$ cat src/hdl/first_fit_block_allocator_assert.svh
// Assertion macros for the first-fit block allocator.
// Used by the top level; expects i_clk and i_rst_n in scope.
`ifndef FIRST_FIT_BLOCK_ALLOCATOR_ASSERT_SVH
`define FIRST_FIT_BLOCK_ALLOCATOR_ASSERT_SVH

// same-cycle implication, ignored during reset
`define FFBA_ASSERT_NOW(lbl, ante, cons, msg) \
    lbl: assert property (@(posedge i_clk) disable iff (!i_rst_n) (ante) |-> (cons)) \
        else $error(msg);

// next-cycle implication, ignored during reset
`define FFBA_ASSERT_NEXT(lbl, ante, cons, msg) \
    lbl: assert property (@(posedge i_clk) disable iff (!i_rst_n) (ante) |=> (cons)) \
        else $error(msg);

`endif

$ cat src/hdl/ffba_ram.sv
// Generic single-write, single-read synchronous RAM with registered read.
// No dependencies.
module ffba_ram #(
    parameter int unsigned WIDTH = 8,
    parameter int unsigned DEPTH = 16
) (
    input  logic                     i_clk,
    input  logic                     i_we,
    input  logic [$clog2(DEPTH)-1:0] i_waddr,
    input  logic [WIDTH-1:0]         i_wdata,
    input  logic [$clog2(DEPTH)-1:0] i_raddr,
    output logic [WIDTH-1:0]         o_rdata
);
    logic [WIDTH-1:0] r_mem [DEPTH];

    always_ff @(posedge i_clk) begin
        if (i_we) begin
            r_mem[i_waddr] <= i_wdata;
        end
        o_rdata <= r_mem[i_raddr];
    end
endmodule

$ cat config.mk
export PLATFORM = sky130hd
export DESIGN_NAME = ffba_ram
export DESIGN_NICKNAME = d
export VERILOG_FILES = /design/src/hdl/first_fit_block_allocator_assert.svh /design/src/hdl/ffba_ram.sv
export SDC_FILE = /design/constraint.sdc
export NUM_CORES = 1
export LEC_CHECK = 0
export BUFFER_PORTS_ARGS = -buffer_cell sky130_fd_sc_hd__buf_4
export CORE_MARGIN = 2
export CORE_UTILIZATION = 55
export DETAILED_ROUTE_END_ITERATION = 7
export MAX_ROUTING_LAYER = met4
export PLACE_DENSITY = 0.7
export SLEW_MARGIN = 20
export SYNTH_ARGS = -nofsm -noshare
export SYNTH_HDL_FRONTEND = slang
export SYNTH_SLANG_ARGS = --single-unit
$ cat constraint.sdc
create_clock -name i_clk -period 2.58 [get_ports i_clk]
set_input_delay 0.516 -clock i_clk [delete_from_list [all_inputs] [get_ports i_clk]]
set_output_delay 0.516 -clock i_clk [all_outputs]
set_load 0.1 [all_outputs]
---- Yosys cells after proc, flatten, opt, wreduce, memory -nomap -nowiden ----
Memory sizes are Yosys's and may differ from the RTL's. A register that Yosys moved wholly into a read port is not among the register bits.
Cells that the tools add are included.
word-level totals
  input port bits ......................... 18
  memories ................................ 1
  logic and storage cells ................. 3
  bits in writable memories ............... 128
  output and inout port bits .............. 8
  register bits after elaboration ......... 0
memory list
  memory  depth  width  read ports  clocked after memory_dff  write ports  RTL line        source
  r_mem   16     8      1           1                         1            ffba_ram.sv:14  logic [WIDTH-1:0] r_mem [DEPTH];
operators by class
  muxes and demuxes ....................... 2
operators by type and width
  operator  number
  $mux W1   2

---- Depth between registers and ports, before layout ----
  depth after elaboration ................. 2
  depth in mapped cells ................... 5
  mapped depth without buffers ............ 3

---- Worst setup path after synthesis ----
No wires, ideal clock.
  path type ............................... input-to-reg
  from .................................... in i_waddr[2]
  to ...................................... mem r_mem[0][0] (enable)
  stages on the path ...................... 2
  arrival ................................. 1626 ps
  data required time ...................... 2197 ps
  path slack .............................. 571 ps
  library setup time ...................... 383 ps
  path buffers ............................ 0
  path through ............................ or3b_2 nor3_1
RTL lines
  item             RTL line        source
  start, declared  ffba_ram.sv:9   input logic [$clog2(DEPTH)-1:0] i_waddr,
  end, declared    ffba_ram.sv:14
No word-level cell before the write port.

---- Final worst setup path ----
  from .................................... reg o_rdata[0], read port of r_mem
  to ...................................... out o_rdata[0]
RTL lines
  item             RTL line        source
  start, declared  ffba_ram.sv:12  output logic [WIDTH-1:0] o_rdata
No word-level cell between the ends.

==> summary.md <==
Clock tree
* CTS tree: yes
* number of buffers added for setup after CTS: 0
* insertion delay of the later-clocked pin in the worst-skew pair: 0.52 ns
* Clock Root Buffer: sky130_fd_sc_hd__clkbuf_8
* quantity of gates resized following cts: 0
* number of buffers inserted by hold repair at cts: 0
* number of buffers created by CTS: 17
* clk slew on worst S/H paths: 0.06 ns
* total number of clock tree sinks: 136
* clock buffer depth: 2
* CTS H-tree depth: 4

Critical path
* CP Class: flop to output port
* capturing instance or port of the critical path: o_rdata[0]
* R2R Setup Slk: 1.09 ns
* CP Max Fanout: 1
* Slowest cell on crit path: sky130_fd_sc_hd__dfxtp_1
* delay of the slowest cell on the worst path: 0.38 ns
* capturing point of the worst reg2reg path: o_rdata[5]$_DFF_P_
* Worst R2R Start: r_mem[2][5]$_DFFE_PP_
* crit path buf inv count: 1
* required time worst endpoint: 2.06 ns
* number of cells on the worst reg-to-reg path: 3
* Worst EP arrival: 1.21 ns
* CP Cell Sequence: buf_4
* startpoint types: flop
* launching element of the worst setup path: o_rdata[0]$_DFF_P_
* largest delay contributor family on the critical path: flip-flops
* type of destination of the critical path: output port
* WP depth: 1

Drt
* routed via count: 2419
* final routed DRC violation total: 0
* total wire length: 9900 um
* met3 WL: 514 um
* detailed-router iteration count before antenna repair: 5
* initial detailed-routing violation count: 201
* met2 WL post-DR: 5220 um
* uppermost routed layer: met4
* number of vias per cell: 5.97
* routed metal-1 wirelength: 4060 um
* drt wl/cell: 24.4 um
* number of nets with antenna violations after routing: 0

Power and ir drop
* proportion of power drawn by flip-flops and latches: 48.7%
* combinational share of power: 6.8%
* Switching Fraction: 22.5%
* power density over cell area: 838 nW/um2
* clock share of power: 44.6%
* leakage power of the design: 2.08 nW
* total internal power: 0.00396 W
* Net Switching: 0.00115 W
* IR drop worst, VDD: 522 uV

Synthesis
* synthesized-area fraction occupied by xor and xnor cells: 0%
* Simple-Gate Fraction of Synth Area: 3.18%
* Async S/R FF share, synth: 0%
* combinational family with the most area after synthesis: multiplexers
* Commonest cells post-synth: 128 x sky130_fd_sc_hd__edfxtp_1, 18 x sky130_fd_sc_hd__mux4_2, 16 x sky130_fd_sc_hd__a22oi_1
* post-synth top area share: 74.7%
* most common flop cell mapped by yosys: sky130_fd_sc_hd__edfxtp_1
* number of distinct library cells after synthesis: 19
* gate count of the mapped netlist: 229
* register area share after synthesis: 77.8%
* Mean Syn Cell Area: 22.5 um2
* number of synthesized flops with an enable pin: 128
* share of synthesized cell area in full adder, half adder and majority cells: 0%
* Synth Area in Compound Gates: 2.33%
* Yosys reg bits: 136
* summed instance area of the synthesized netlist: 5150 um2
* biggest area consumer among synthesized cells: sky130_fd_sc_hd__edfxtp_1
* top cells by area in the synthesized netlist: sky130_fd_sc_hd__edfxtp_1 75%, sky130_fd_sc_hd__mux4_2 7.9%, sky130_fd_sc_hd__mux4_1 7.1%
* most numerous cell in the Yosys netlist: sky130_fd_sc_hd__edfxtp_1
* count of synthesis-stage warnings from yosys: 0
* share of synthesized area spent on multiplexers: 15.0%
* syn nets: 247

Status
* run status: finished, final reports clean

Floorplanning
* full die area: 10100 um2
* placeable core region: 9150 um2
* floorplan die width: 101 um
* initial core utilization: 56.2%
* cell row count: 35
* overall die height: 101 um
* Ports: 26

Final layout
* final core utilization: 66.7%
* # fillers: 572
* post-route cell area: 6100 um2
* Sequential Area: 4000 um2
* final net count: 299
* multi-input combinational cell area: 1060 um2
* P&R area growth vs syn: 18.6%
* # diodes: 0
* share of layout cells above drive strength 1: 31.3%

Run
* maxcap violations: 0

Place
* count of port buffers added during placement: 25
* Placer Congestion: 0.724
* dpl cell area: 5540 um2
* Setup Slack @ Placement: 0.387 ns
* DP HPWL: 6040 um

Global route
* GR Overflow Total: 0
* maximum number of pins on one net before global-route repair: 33
* antenna violations before repair: 0
* total routing usage reported by global routing: 22.6%
* global-route wire length before repair: 15100 um
* via count of the first global-routing pass: 2532

Timing
* RSZ-0062 raised after global routing: false
* total negative slack: 0 ns
* Hold WS: 0.302 ns
* share of the clock period used by the worst path: 66.9%
* post-route minimum period: 1.72 ns
* Slew HR: 45.9%
* final setup violating endpoints: 0
* fin worst setup slack: 0.855 ns
* number of pins with negative max-slew slack in the final report: 0
* Worst Clk Skew: 0.00587 ns
* Final Hold Vio Count: 0
* Peak Freq: 0.580 GHz
* Worst Max-Slew Pin Slew: 0.809 ns

Worst hold path
* number of cells on the worst hold path: 1
* min-delay worst type: input port to flop

area by class of cell:
type | count | area share (%)
flip-flops and latches | 136 | 65.6
multi-input cells | 83 | 17.3
clock buffers | 18 | 6.85
repair buffers | 43 | 5.49
clock inverters | 14 | 2.46
well taps | 111 | 2.28
how the worst min path moves through the flow:
| stage | startpoint | end |
|---|---|---|
| final | i_wdata[5] | r_mem[9][5]$_DFFE_PP_ |
| after global routing | i_wdata[7] | r_mem[0][7]$_DFFE_PP_ |
| after CTS | i_wdata[3] | r_mem[13][3]$_DFFE_PP_ |
| after detailed placement | r_mem[15][0]$_DFFE_PP_ | o_rdata[0]$_DFF_P_ |
| after global placement | r_mem[15][0]$_DFFE_PP_ | o_rdata[0]$_DFF_P_ |
| after floorplan | i_wdata[0] | r_mem[0][0]$_DFFE_PP_ |
cells in the final DEF, fill, tap and decap left out:
cell type / n
sky130_fd_sc_hd__clkbuf_1: 1
sky130_fd_sc_hd__nand3b_1: 2
sky130_fd_sc_hd__clkbuf_8: 1
sky130_fd_sc_hd__nand2_1: 9
sky130_fd_sc_hd__dfxtp_1: 8
sky130_fd_sc_hd__nor3_1: 4
sky130_fd_sc_hd__and2_1: 1
sky130_fd_sc_hd__and2b_1: 1
sky130_fd_sc_hd__mux4_2: 18
sky130_fd_sc_hd__mux4_1: 14
sky130_fd_sc_hd__clkinv_1: 1
sky130_fd_sc_hd__nor2_1: 13
sky130_fd_sc_hd__a22oi_1: 16
sky130_fd_sc_hd__bufinv_16: 2
sky130_fd_sc_hd__clkinvlp_4: 5
sky130_fd_sc_hd__nand2b_1: 2
sky130_fd_sc_hd__edfxtp_1: 128
sky130_fd_sc_hd__clkbuf_16: 16
sky130_fd_sc_hd__inv_6: 3
sky130_fd_sc_hd__clkinv_4: 2
sky130_fd_sc_hd__buf_4: 42
sky130_fd_sc_hd__nor2b_1: 1
sky130_fd_sc_hd__or3b_2: 1
sky130_fd_sc_hd__buf_12: 1
sky130_fd_sc_hd__nand3_1: 1
sky130_fd_sc_hd__clkinv_2: 1
sequential cells by signal, summed over array words and instances (netlist names):
| name | flops |
|---|---|
| o_rdata | 8 |
| r_mem | 128 |
cell families after synthesis:
| family | Yosys count |
|---|---|
| compound gates | 16 |
| buf+inv | 10 |
| flops | 136 |
| mux | 32 |
| simple gates | 35 |
power groups by stage:
| stage | Sequential, W | Combinational [W] | Clock (W) |
|---|---|---|---|
| 6_report | 0.00249 | 0.000345 | 0.00228 |
| 5_1_grt | 0.00249 | 0.000367 | 0.00240 |
| 4_1_cts | 0.00249 | 0.000350 | 0.00231 |
| 3_5_place_dp | 0.00253 | 0.000347 | 0 |
| 3_3_place_gp | 0.00253 | 0.000342 | 0 |
| 2_1_floorplan | 0.00263 | 0.000125 | 0 |
metrics by stage:
stage,instances,total power (W)
global route,405,0.00526
detailed placement,373,0.00288
CTS,405,0.00515
global placement,373,0.00287
finish,405,0.00511
floorplan,229,0.00276
metal layers:
metal	GRT usage (%)	vias to the layer above
met4	6.85	0
met2	35.4	88
met1	29.6	1241
met5	-	-
li1	-	1083
met3	6.10	7
No activity file was read; power rests on OpenSTA's default activity.
